`src/hw/rtl/tccw_pkg.sv`:
```
`timescale 1ns / 1ps
`default_nettype none

package tccw_pkg;

    localparam int KIND_W     = 3;
    localparam int CHAR_W     = 8;
    localparam int COL_IN_W   = 7;
    localparam int ROW_IN_W   = 5;
    localparam int ADDR_OUT_W = 11;
    localparam int CELL_W     = 16;
    localparam int COLOUR_W   = 4;
    localparam int QUEUE_DEPTH = 2;

    localparam logic [CHAR_W-1:0]   NEWLINE_CODE = 8'h0A;
    localparam logic [COLOUR_W-1:0] BACK_RESET   = 4'd3;
    localparam logic [COLOUR_W-1:0] FORE_RESET   = 4'd15;

    localparam logic [KIND_W-1:0] KIND_PUT_CHAR   = 3'd0;
    localparam logic [KIND_W-1:0] KIND_RAW_WRITE  = 3'd1;
    localparam logic [KIND_W-1:0] KIND_SET_CURSOR = 3'd2;
    localparam logic [KIND_W-1:0] KIND_CLEAR      = 3'd3;
    localparam logic [KIND_W-1:0] KIND_PUT_AT     = 3'd4;
    localparam logic [KIND_W-1:0] KIND_READ       = 3'd5;

    // Decoded operation, as carried through the command queue
    typedef enum logic [2:0] {
        OP_PUT        = 3'd0,
        OP_NEWLINE    = 3'd1,
        OP_PUT_AT     = 3'd2,
        OP_NEWLINE_AT = 3'd3,
        OP_SET_CURSOR = 3'd4,
        OP_CLEAR      = 3'd5,
        OP_READ       = 3'd6,
        OP_NOP        = 3'd7
    } t_op;

    typedef struct packed {
        t_op                 op;
        logic [CHAR_W-1:0]   char_code;
        logic [COL_IN_W-1:0] col;
        logic [ROW_IN_W-1:0] row;
    } t_cmd;

    typedef struct packed {
        logic [COLOUR_W-1:0] back;
        logic [COLOUR_W-1:0] fore;
    } t_colours;

    typedef struct packed {
        logic [COL_IN_W-1:0]   cursor_col;
        logic [ROW_IN_W-1:0]   cursor_row;
        logic                  cell_written;
        logic [ADDR_OUT_W-1:0] cell_address;
        logic [CELL_W-1:0]     cell_value;
        logic                  scrolled;
    } t_result;

    // Attribute byte high (background, foreground), character low
    function automatic logic [CELL_W-1:0] make_cell(input logic [COLOUR_W-1:0] back,
                                                    input logic [COLOUR_W-1:0] fore,
                                                    input logic [CHAR_W-1:0]   ch);
        make_cell = {back, fore, ch};
    endfunction

endpackage

`default_nettype wire

```
`src/hw/rtl/tccw_front.sv`:
```
`timescale 1ns / 1ps
`default_nettype none

module tccw_front import tccw_pkg::*; #(
    parameter int COLUMNS = 80,
    parameter int ROWS    = 25
) (
    input  wire logic [KIND_W-1:0]   i_kind,
    input  wire logic [CHAR_W-1:0]   i_char_code,
    input  wire logic [COL_IN_W-1:0] i_col_in,
    input  wire logic [ROW_IN_W-1:0] i_row_in,
    output t_cmd                     o_cmd
);

    localparam logic [COL_IN_W:0]   COL_LIMIT = (COL_IN_W+1)'(COLUMNS);
    localparam logic [ROW_IN_W+1:0] ROW_LIMIT = (ROW_IN_W+2)'(ROWS);

    logic is_newline;

    assign is_newline = (i_char_code == NEWLINE_CODE);

    always_comb begin
        // positions clamp to the grid
        o_cmd.col = ({1'b0, i_col_in} >= COL_LIMIT) ? COL_IN_W'(COLUMNS - 1) : i_col_in;
        o_cmd.row = ({2'b00, i_row_in} >= ROW_LIMIT) ? ROW_IN_W'(ROWS - 1) : i_row_in;
        o_cmd.char_code = i_char_code;
        unique case (i_kind)
            KIND_PUT_CHAR:   o_cmd.op = is_newline ? OP_NEWLINE : OP_PUT;
            KIND_RAW_WRITE:  o_cmd.op = OP_PUT;
            KIND_SET_CURSOR: o_cmd.op = OP_SET_CURSOR;
            KIND_CLEAR:      o_cmd.op = OP_CLEAR;
            KIND_PUT_AT:     o_cmd.op = is_newline ? OP_NEWLINE_AT : OP_PUT_AT;
            KIND_READ:       o_cmd.op = OP_READ;
            default:         o_cmd.op = OP_NOP;
        endcase
    end

endmodule

`default_nettype wire

```
`config.mk`:
```
export PLATFORM = sky130hd
export DESIGN_NAME = tccw_front
export DESIGN_NICKNAME = d
export VERILOG_FILES = /design/src/hw/rtl/tccw_pkg.sv /design/src/hw/rtl/tccw_front.sv
export SDC_FILE = /design/constraint.sdc
export NUM_CORES = 1
export LEC_CHECK = 0
export ABC_AREA = 0
export BUFFER_PORTS_ARGS = -buffer_cell sky130_fd_sc_hd__clkbuf_2
export CAP_MARGIN = 20
export CORE_AREA = 2 2 39 41
export DETAILED_ROUTE_END_ITERATION = 8
export DIE_AREA = 0 0 41 43
export GPL_TIMING_DRIVEN = 0
export MAX_ROUTING_LAYER = met4
export PLACE_DENSITY = 0.62
export SETUP_SLACK_MARGIN = 0.3
export SYNTH_ARGS = -nofsm -noshare
export SYNTH_HDL_FRONTEND = slang
export SYNTH_SLANG_ARGS = --single-unit
export TNS_END_PERCENT = 20
```
`constraint.sdc`:
```
create_clock -name vclk -period 0.8
set_input_delay 0.08 -clock vclk [all_inputs]
set_output_delay 0.08 -clock vclk [all_outputs]
set_load 0.005 [all_outputs]
```
======== Yosys cells after proc, flatten, opt, wreduce, memory -nomap -nowiden ========
Index checks and enable logic that the tools add are counted.
word-level totals
  register bits after elaboration ......... 0
  input bits .............................. 23
  logic and storage cells ................. 14
  output and inout bits ................... 23
cells by class
  equal/unequal tests ..................... 6
  $lt $le $gt $ge ......................... 2
  muxes and demuxes ....................... 5
  reduce and logical (&&, ||, !) cells .... 1
operator list
  operator                                                         count
  3-bit one-hot mux with 6 select lines                            1
  8-bit by 4-bit == test with 1-bit output, second input constant  1
  7-bit >= comparator, second input constant                       1
  7-bit two-way mux                                                1
  3-bit by 2-bit == test with 1-bit output, second input constant  2
  3-bit == test, second input constant                             2
  5-bit >= comparator, second input constant                       1
  5-bit two-way mux                                                1
  3-bit by 1-bit == test with 1-bit output, second input constant  1
  3-bit zero test                                                  1
  1-bit two-way mux                                                2

======== Logic depth before layout (Yosys ltp) ========
  depth after elaboration ................. 3
  gate-level depth with buffers ........... 3
  gate-level depth less buffers ........... 3

======== Least setup slack after synthesis ========
OpenSTA, ideal clock, no wires.
  path kind ............................... input to output
  from .................................... input port i_char_code[0]
  to ...................................... output port o_cmd[20] (netlist bit)
  path slack .............................. 0.099 ns
  required time ........................... 0.720 ns
  stages on the path ...................... 3
  path buffers ............................ 0
  arrival ................................. 0.621 ns
  cell sequence ........................... nor4b_2 nand2_1 o31ai_1
RTL lines
  element             RTL line          RTL
  start: declaration  tccw_front.sv:9   input wire logic [CHAR_W-1:0] i_char_code,
  end: declaration    tccw_front.sv:12  output t_cmd o_cmd

==> qor.yml <==
outcome:
  status: "finished, violations left"
  violations: "setup timing"
hold_path:
  min_path_type: "input pin to output pin"
  holdPathStages: 3
grt:
  overflow: 0
  antenna_found_initial: 0
  grt_first_pass_wirelength_um: 752
  grtUsageTotal: 0.0573
  grt_max_degree: 5
  grt_pass1_vias: 256
critical_path:
  startpoint_type: "input pin"
  critPathSlowestCell: "nor4b_4"
  crit_chain: "clkbuf_2, nor4b_4, nand2_1, o31ai_2, buf_2"
  crit_arrival_ns: 0.87
  worst-setup-path-type: "input pin to output pin"
  worstSetupPathDepth: 5
  crit_start: "i_char_code[7]"
  critical_path.max_fanout: 2
  cp.required_ns: 0.72
  cp-endpoint: "o_cmd[20]"
  crit_buf_inv: 2
  crit_family: "simple AND/OR/NAND/NOR gates"
  cp_slowest_stage_delay_ns: 0.27
  crit_path_end_kind: "output pin"
timing:
  finalSetupViolations: 1
  worst_pin_slew_ns: 0.186
  fin_crit_ns: 0.945
  slew_violations: 0
  hold_violations: 0
  layout_worst_path_cycle_share: 1.18
  rsz0062_at_grt: "true"
  clock.fmax_mhz: 1060
  slew_headroom: 0.875
  setup_ws_ns: -0.145
die:
  core_area_sq_mm: 0.00138
  io_pins: 46
  die_w_um: 41
  dieArea_sq_mm: 0.00176
  fp-row-count: 14
  die_h_um: 43
  start_util: 0.142
synthesis:
  ys_seq_area_frac: 0
  syn_nets: 52
  ys_types: 11
  yosysTopAreaCellShare: 0.306
  synthCells: 29
  yosysWarnings: 0
  synth_area_per_cell_sq_um: 6.77
  synth_top_area_cell: "buf_4"
  synthTopCellsByArea: "buf_4 (31%), nor4b_2 (15%), and2_1 (9.6%)"
  syn_area_sq_um: 196
place:
  dp_hpwl_um: 612
  portBuffers: 46
  gp_congestion: 0.664
  dp_slack_ns: -0.176
final_layout:
  nFlopsAndLatches: 0
  ff_latch_area_sq_um: 0
  num_antenna_cells: 0
  fillers: 129
  areaGrowthSynthToFinish_pct: 199
  final_common_cell: "clkbuf_2"
  drive_gt1_frac: 0.827
  layout.nets: 100
  nClkBuffers: 0
  mostFrequentLayoutCells: "clkbuf_2 (29), buf_6 (10), buf_4 (7)"
route:
  drc_errors: 0
  first_iter_violations: 0
  vias_per_cell: 4.02
  wl_per_cell_um: 8.48
  drtPass1Iterations: 1
  postRouteAntennaNets: 0
  wirelength_um: 772
  vias: 366
clock_tree:
  ctsHoldBuffers: 0
  cts_setup_buffers: 0
power:
  p_leak_nw: 0.327
  ir_drop_mv: 0.175
  pwr_density_cell_mw_per_mm2: 498
  total_power_mw: 0.292
job:
  maxCapViolations: 0
-- kinds of logic after synthesis --
| group | after synthesis | share of synthesized area |
|---|---|---|
| AOI/OAI and AO/OA | 4 | 0.127 |
| and+or+nand+nor | 13 | 0.490 |
| buffers and inverters | 12 | 0.382 |
-- Yosys cell counts --
cell type	instances
and2_1	3
nand2_1	2
nand2b_1	2
o21ai_0	2
nor4b_2	2
o31ai_1	1
or2b_1	2
a21o_1	1
nor2b_1	2
buf_4	8
clkbuf_1	4
-- per-stage QoR --
stage          std cells  hold slack [ns]  instance area (sq um)   util  setup TNS, ns
6_report              91            0.388                    587  0.424         -0.145
5_1_grt               91            0.395                    587  0.424         -0.235
4_1_cts               91            0.414                    458  0.331         -0.178
3_5_place_dp          91            0.413                    452  0.326         -0.446
3_3_place_gp          91            0.405                    452  0.326         -0.413
2_1_floorplan         29            0.190                    201      -              0
-- power breakdown --
group          internal, mW  switching (mW)  total (mW)  leakage [nW]
Sequential                0               0           0             0
Clock                     0               0           0             0
Combinational         0.196          0.0956       0.292         0.327
Total                 0.196          0.0956       0.292         0.327
-- per-layer routing --
layer | vias up | wire, um | global-route usage | part of all wire
li1 | 177 | - | - | -
met5 | - | 0 | - | 0
met1 | 148 | 221 | 0.0380 | 0.29
met3 | 0 | 164 | 0 | 0.21
met4 | 0 | 0 | 0 | 0
met2 | 41 | 386 | 0.138 | 0.50
-- worst min-delay path by stage --
stage,startpoint,endpoint
floorplan,i_col_in[6],o_cmd[10]
global placement,i_col_in[6],o_cmd[10]
detailed placement,i_col_in[0],o_cmd[5]
CTS,i_col_in[0],o_cmd[5]
global route,i_col_in[6],o_cmd[9]
finish,i_col_in[6],o_cmd[9]
-- what timing repair did --
item | 4_1_cts | 5_1_grt
resized for setup | 3 | 44
endpoints found under the setup margin | 9 | 13
pin swaps | 8 | 8
-- area by class of cell --
class                           instances  area (sq um)  share of cell area
Buffer                                 12          78.8               0.134
Multi-Input combinational cell         17           161               0.275
Tap cell                               16          20.0              0.0341
Timing Repair Buffer                   46           327               0.557
Power figures use the tool's default switching activity.
