===== src/hw/rtl/tccw_pkg.sv =====
`timescale 1ns / 1ps
`default_nettype none

package tccw_pkg;

    localparam int KIND_W     = 3;
    localparam int CHAR_W     = 8;
    localparam int COL_IN_W   = 7;
    localparam int ROW_IN_W   = 5;
    localparam int ADDR_OUT_W = 11;
    localparam int CELL_W     = 16;
    localparam int COLOUR_W   = 4;
    localparam int QUEUE_DEPTH = 2;

    localparam logic [CHAR_W-1:0]   NEWLINE_CODE = 8'h0A;
    localparam logic [COLOUR_W-1:0] BACK_RESET   = 4'd3;
    localparam logic [COLOUR_W-1:0] FORE_RESET   = 4'd15;

    localparam logic [KIND_W-1:0] KIND_PUT_CHAR   = 3'd0;
    localparam logic [KIND_W-1:0] KIND_RAW_WRITE  = 3'd1;
    localparam logic [KIND_W-1:0] KIND_SET_CURSOR = 3'd2;
    localparam logic [KIND_W-1:0] KIND_CLEAR      = 3'd3;
    localparam logic [KIND_W-1:0] KIND_PUT_AT     = 3'd4;
    localparam logic [KIND_W-1:0] KIND_READ       = 3'd5;

    // Decoded operation, as carried through the command queue
    typedef enum logic [2:0] {
        OP_PUT        = 3'd0,
        OP_NEWLINE    = 3'd1,
        OP_PUT_AT     = 3'd2,
        OP_NEWLINE_AT = 3'd3,
        OP_SET_CURSOR = 3'd4,
        OP_CLEAR      = 3'd5,
        OP_READ       = 3'd6,
        OP_NOP        = 3'd7
    } t_op;

    typedef struct packed {
        t_op                 op;
        logic [CHAR_W-1:0]   char_code;
        logic [COL_IN_W-1:0] col;
        logic [ROW_IN_W-1:0] row;
    } t_cmd;

    typedef struct packed {
        logic [COLOUR_W-1:0] back;
        logic [COLOUR_W-1:0] fore;
    } t_colours;

    typedef struct packed {
        logic [COL_IN_W-1:0]   cursor_col;
        logic [ROW_IN_W-1:0]   cursor_row;
        logic                  cell_written;
        logic [ADDR_OUT_W-1:0] cell_address;
        logic [CELL_W-1:0]     cell_value;
        logic                  scrolled;
    } t_result;

    // Attribute byte high (background, foreground), character low
    function automatic logic [CELL_W-1:0] make_cell(input logic [COLOUR_W-1:0] back,
                                                    input logic [COLOUR_W-1:0] fore,
                                                    input logic [CHAR_W-1:0]   ch);
        make_cell = {back, fore, ch};
    endfunction

endpackage

`default_nettype wire


===== src/hw/rtl/tccw_queue.sv =====
`timescale 1ns / 1ps
`default_nettype none

module tccw_queue import tccw_pkg::*; (
    input  wire logic i_clk,
    input  wire logic i_rst_n,
    input  wire logic i_push,
    input  wire t_cmd i_cmd,
    input  wire logic i_pop,
    output logic      o_valid,
    output t_cmd      o_head,
    output logic      o_full
);

    localparam int PTR_W = $clog2(QUEUE_DEPTH);
    localparam int CNT_W = $clog2(QUEUE_DEPTH + 1);

    t_cmd             r_entries [QUEUE_DEPTH];
    logic [PTR_W-1:0] r_wr_ptr;
    logic [PTR_W-1:0] r_rd_ptr;
    logic [CNT_W-1:0] r_count;

    assign o_valid = (r_count != '0);
    assign o_full  = (r_count == CNT_W'(QUEUE_DEPTH));
    assign o_head  = r_entries[r_rd_ptr];

    always_ff @(posedge i_clk) begin
        if (!i_rst_n) begin
            r_wr_ptr <= '0;
            r_rd_ptr <= '0;
            r_count  <= '0;
        end else begin
            if (i_push) begin
                r_wr_ptr <= (r_wr_ptr == PTR_W'(QUEUE_DEPTH - 1)) ? '0 : r_wr_ptr + 1'b1;
            end
            if (i_pop) begin
                r_rd_ptr <= (r_rd_ptr == PTR_W'(QUEUE_DEPTH - 1)) ? '0 : r_rd_ptr + 1'b1;
            end
            case ({i_push, i_pop})
                2'b10:   r_count <= r_count + 1'b1;
                2'b01:   r_count <= r_count - 1'b1;
                default: r_count <= r_count;
            endcase
        end
    end

    always_ff @(posedge i_clk) begin
        if (i_push) begin
            r_entries[r_wr_ptr] <= i_cmd;
        end
    end

endmodule

`default_nettype wire


===== config.mk =====
export PLATFORM = sky130hd
export DESIGN_NAME = tccw_queue
export DESIGN_NICKNAME = d
export VERILOG_FILES = /design/src/hw/rtl/tccw_pkg.sv /design/src/hw/rtl/tccw_queue.sv
export SDC_FILE = /design/constraint.sdc
export NUM_CORES = 1
export LEC_CHECK = 0
export ABC_AREA = 1
export BUFFER_PORTS_ARGS = -buffer_cell sky130_fd_sc_hd__buf_2
export CAP_MARGIN = 20
export CORE_ASPECT_RATIO = 1.1
export CORE_MARGIN = 2
export CORE_UTILIZATION = 45
export DETAILED_ROUTE_END_ITERATION = 12
export GPL_TIMING_DRIVEN = 0
export PLACE_DENSITY = 0.7
export SLEW_MARGIN = 25
export SYNTH_ARGS = -nofsm -noshare
export SYNTH_HDL_FRONTEND = slang
export SYNTH_SLANG_ARGS = --single-unit

===== constraint.sdc =====
create_clock -name i_clk -period 3.2 [get_ports i_clk]
set_input_delay 0.32 -clock i_clk [delete_from_list [all_inputs] [get_ports i_clk]]
set_output_delay 0.32 -clock i_clk [all_outputs]
set_load 0.005 [all_outputs]

=== Word-level counts from Yosys, hierarchy flattened ===
Memory sizes are Yosys's and may differ from the RTL's. A register that Yosys moved wholly into a read port is not among the register bits.
Index checks and enable logic that the tools add are counted.

* Eq/ne operators: 3
* $add $sub $neg: 4
* Reductions and logical operators: 2
* Mux-type cells: 7

{| class="wikitable"
|+ Operators by type and width
! cell !! number
|-
| $mux W1 || 6
|-
| $eq A2 B2 Y1 const B || 2
|-
| $pmux W2 S2 || 1
|-
| $reduce_bool A2 Y1 || 2
|-
| $add A1 B1 Y1 const B || 2
|-
| $add A2 B1 Y2 const B || 1
|-
| $eq A2 B1 Y1 const B || 1
|-
| $sub A2 B1 Y2 const B || 1
|}

* Bits in registers: 4
* Bits in writable memories: 46
* Memories kept: 1

{| class="wikitable"
|+ Memory list
! name !! words !! width !! read ports !! clocked after Yosys merged registers in !! wr ports !! RTL line !! text
|-
| r_entries || 2 || 23 || 1 || 1 || 1 || tccw_queue.sv:18 || <nowiki>t_cmd r_entries [QUEUE_DEPTH];</nowiki>
|}

=== Logic depth before layout (Yosys ltp) ===
* Depth after elaboration: 4
* Mapped depth: 7
* Mapped depth without buffers: 7

=== Worst setup path before layout ===
OpenSTA, ideal clock, no wires.

* Kind: input to register
* From: in i_push
* To: mem r_entries[0][0] (netlist name), enable pin
* Stages on the path: 2
* Library setup time: 0.403 ns
* Arrival time: 1.349 ns
* Path slack: 1.448 ns
* Required time: 2.797 ns
* Path through: inv_1 -> nor2_1

* Cells in the longest elaborated chain, start to end: 2

{| class="wikitable"
|+ RTL lines
! what !! RTL line !! text
|-
| from (decl) || tccw_queue.sv:7 || <nowiki>input wire logic i_push,</nowiki>
|-
| $mux W1 || tccw_queue.sv:48 || <nowiki>if (i_push) begin</nowiki>
|-
| $mux W1 (implied by the code) || tccw_queue.sv:49 || <nowiki>r_entries[r_wr_ptr] <= i_cmd;</nowiki>
|-
| to (decl) || tccw_queue.sv:18 ||
|}

Every way passes these cells.

==> flow_results.xml <==
<?xml version="1.0" encoding="UTF-8"?>
<metrics>
  <group name="run_status">
    <metric name="outcome" unit="">finished clean</metric>
  </group>
  <group name="route">
    <metric name="wl" unit="um">3210</metric>
    <metric name="drt_iter0_drc" unit="">47</metric>
    <metric name="post-route-drc-count" unit="">0</metric>
    <metric name="detail_route.vias_per_cell" unit="">4.88</metric>
    <metric name="route.vias.total" unit="">1058</metric>
    <metric name="first_pass_iters" unit="">4</metric>
    <metric name="route.detailed.wl_per_inst" unit="um">14.8</metric>
    <metric name="ant_nets" unit="">0</metric>
  </group>
  <group name="worst_hold_path">
    <metric name="hp-start" unit="">i_cmd[20]</metric>
    <metric name="worst_hold_path.endpoint" unit="">r_entries[1][20]$_DFFE_PP_</metric>
    <metric name="worst_hold_path.num_cells" unit="">1</metric>
    <metric name="min-delay-path-class" unit="">primary input to flip-flop</metric>
  </group>
  <group name="timing">
    <metric name="finalHoldViolations" unit="">0</metric>
    <metric name="max_freq" unit="GHz">0.573</metric>
    <metric name="final-setup-viol-count" unit="">0</metric>
    <metric name="worst-slew-pin-transition" unit="ns">0.926</metric>
    <metric name="layout_min_cycle_time" unit="ns">1.75</metric>
    <metric name="tns" unit="ns">0</metric>
    <metric name="setup_repair_after_global_routing_missed_its_margin" unit="">false</metric>
    <metric name="slew_violations" unit="">0</metric>
    <metric name="worst_slew_margin_rel" unit="">0.382</metric>
    <metric name="layout_worst_path_cycle_share" unit="">0.545</metric>
    <metric name="finalClockSkew" unit="ns">0.00377</metric>
  </group>
  <group name="clock_tree">
    <metric name="post_cts_buffers" unit="">0</metric>
    <metric name="clock_sinks" unit="">51</metric>
    <metric name="clock_latency" unit="ns">0.30</metric>
    <metric name="clk_root_buffer_cell" unit="">clkbuf_8</metric>
    <metric name="hold_buffers" unit="">0</metric>
    <metric name="post_cts_resize_count" unit="">0</metric>
    <metric name="ctsHtreeMaxLevel" unit="">2</metric>
    <metric name="cts_inserted_buffers" unit="">5</metric>
    <metric name="clkSlewWorstSetupHoldPaths" unit="ns">0.09</metric>
    <metric name="clock_path_buffers" unit="">2</metric>
    <metric name="cts_tree" unit="">yes</metric>
  </group>
  <group name="placement">
    <metric name="port_buffers" unit="">51</metric>
    <metric name="detailedPlacementHpwl" unit="um">2200</metric>
    <metric name="dpl_cell_area" unit="sq um">2220</metric>
    <metric name="gpl.final_weighted_congestion" unit="">0.626</metric>
  </group>
  <group name="yosys">
    <metric name="ff_latch_count_synth" unit="">51</metric>
    <metric name="syn_avg_cell_area" unit="sq um">17.8</metric>
    <metric name="synth.cell_area" unit="sq um">1890</metric>
    <metric name="synth.largest_area_cell" unit="">edfxtp_1</metric>
    <metric name="synth_xor_area_frac" unit="">0</metric>
    <metric name="postSynthNetCount" unit="">134</metric>
    <metric name="synthesis.instances" unit="">106</metric>
    <metric name="synth_area_leaders" unit="">edfxtp_1, mux2_2, dfxtp_1</metric>
    <metric name="synth.mux.area_fraction" unit="">0.137</metric>
    <metric name="post-synth-top-count-cell" unit="">edfxtp_1</metric>
    <metric name="post_synth_num_cell_types" unit="">11</metric>
    <metric name="synth_top_family_by_area" unit="">multiplexers</metric>
    <metric name="yosysTopAreaCellShare" unit="">0.731</metric>
    <metric name="synth-compound-area-share" unit="">0.00530</metric>
    <metric name="number_of_warning_messages_in_the_yosys_log" unit="">0</metric>
    <metric name="async_reset_ff_frac" unit="">0</metric>
    <metric name="synthTopCellsByCount" unit="">edfxtp_1, mux2_2, nor2_1</metric>
    <metric name="synth-seq-area-share" unit="">0.784</metric>
    <metric name="number_of_synthesized_flops_with_an_enable_pin" unit="">46</metric>
    <metric name="synthesized_area_fraction_occupied_by_adder_cells" unit="">0.00662</metric>
    <metric name="synthFlopType" unit="">edfxtp_1</metric>
    <metric name="synth_simple_gate_area_frac" unit="">0.0430</metric>
  </group>
  <group name="floorplan">
    <metric name="die_width" unit="um">65.8</metric>
    <metric name="floorplan.io_pins" unit="">52</metric>
    <metric name="die_h" unit="um">72.0</metric>
    <metric name="fp-row-count" unit="">24</metric>
    <metric name="die-area" unit="sq um">4730</metric>
    <metric name="core-area" unit="sq um">3990</metric>
    <metric name="floorplan.initialDensity" unit="">0.473</metric>
  </group>
  <group name="cells_and_area">
    <metric name="synthToLayoutAreaGrowth" unit="%">24.6</metric>
    <metric name="finalInstanceArea" unit="sq um">2350</metric>
    <metric name="drive_above_1_share" unit="">0.515</metric>
    <metric name="design.final.nets" unit="">192</metric>
    <metric name="antennaDiodeCount" unit="">0</metric>
    <metric name="multi_input_area" unit="sq um">370</metric>
    <metric name="filler_cell_count" unit="">324</metric>
    <metric name="seqCellArea" unit="sq um">1480</metric>
    <metric name="postLayoutCoreUtil" unit="">0.589</metric>
  </group>
  <group name="global_route">
    <metric name="grt_start_max_net_pins" unit="">24</metric>
    <metric name="gr-total-overflow" unit="">0</metric>
    <metric name="grt_pass1_vias" unit="">1131</metric>
    <metric name="grt_first_pass_wirelength" unit="um">5020</metric>
    <metric name="antenna_found_initial" unit="">0</metric>
    <metric name="grt.total_usage" unit="">0.147</metric>
  </group>
  <group name="worst_setup_path">
    <metric name="worst_setup_path_start_kind" unit="">flip-flop</metric>
    <metric name="timing.critical_path.to_type" unit="">primary output</metric>
    <metric name="path_max_fanout" unit="">10</metric>
    <metric name="path_class" unit="">flip-flop to primary output</metric>
    <metric name="timing.reg2reg.setup_slack" unit="ns">1.64</metric>
    <metric name="timing.rr.end" unit="">r_entries[1][19]$_DFFE_PP_</metric>
    <metric name="worstPathArrival" unit="ns">1.43</metric>
    <metric name="rr_worst_depth" unit="">2</metric>
    <metric name="reg2reg_from" unit="">r_wr_ptr$_SDFFE_PN0P_</metric>
    <metric name="worst_ep_required_time" unit="ns">2.88</metric>
  </group>
  <group name="job">
    <metric name="timing.max_cap.violations" unit="">0</metric>
  </group>
  <group name="pwr">
    <metric name="max-vdd-ir-drop" unit="mV">0.390</metric>
    <metric name="cellLeakagePower" unit="nW">0.928</metric>
    <metric name="power_per_cell_area" unit="nW/um^2">604</metric>
  </group>
</metrics>
-- power breakdown --
part,switching [W],internal (W)
sequential,0.0000130,0.000766
clock,0.000201,0.000311
combinational,0.0000646,0.0000661
total,0.000279,0.00114
-- final cells by class --
type / count / share of cell area
inverter: 6 / 0.00957
multi-input combinational: 47 / 0.157
buffer: 2 / 0.00957
timing repair buffer: 51 / 0.108
sequential: 51 / 0.629
clock inverter: 3 / 0.0287
clock buffer: 5 / 0.0292
tap: 52 / 0.0276
-- stage by stage --
step	hold WS, ns	power [W]	worst slack [ns]	std cells
after global placement	0.475	0.000916	0.857	209
final	0.206	0.00142	1.45	217
after CTS	0.199	0.00144	1.42	217
after floorplan	0.419	0.000860	1.45	106
after detailed placement	0.482	0.000927	1.61	209
after global routing	0.193	0.00148	1.36	217
-- worst max path at each step --
stage,startpoint,end,slack [ns]
finish,flip-flop,o_head[4],1.45
detailed placement,i_push,r_entries[1][19]$_DFFE_PP_,1.61
global placement,i_push,r_entries[0][4]$_DFFE_PP_,0.86
CTS,flip-flop,o_head[4],1.42
global route,flip-flop,o_head[13],1.36
floorplan,i_push,r_entries[0][0]$_DFFE_PP_,1.45
-- worst max-delay path, stage by stage (launching register included) --
cell and delay [ns]:
dfxtp_1 0.46, buf_6 0.20, mux2_2 0.35, buf_2 0.13
-- cells by family (layout without fill, tap and decap cells) --
family                     count (synthesis)  count (layout)
adders and majority gates                  1               1
DFF                                       51              51
AOI/OAI and AO/OA                          2               2
and+or+nand+nor                           21              21
muxes                                     23              23
buffers and inverters                      8              67
-- routing by layer --
layer / vias up / wire length [um] / global-route usage
li1: 504 / - / -
met1: 502 / 1210 / 0.153
met2: 44 / 1730 / 0.269
met3: 8 / 210 / 0.0465
met4: 0 / 65 / 0.0625
met5: - / 0 / 0
-- state kept, by name, summed over array words and instances (netlist names), named ones only --
register and cells:
r_count 2, r_entries 46, r_rd_ptr 1, r_wr_ptr 1
-- layout by cell type (no fill, tap or decap) --
cell type / n
buf_2: 51
mux2_2: 23
nand4_1: 1
clkinvlp_4: 1
nor2_4: 1
bufinv_16: 2
dfxtp_1: 5
inv_1: 6
ha_1: 1
o21ai_0: 1
nand2_1: 9
clkbuf_8: 5
edfxtp_1: 46
nor2_1: 10
buf_6: 2
a21oi_1: 1
(Power assumes the default switching activity.)
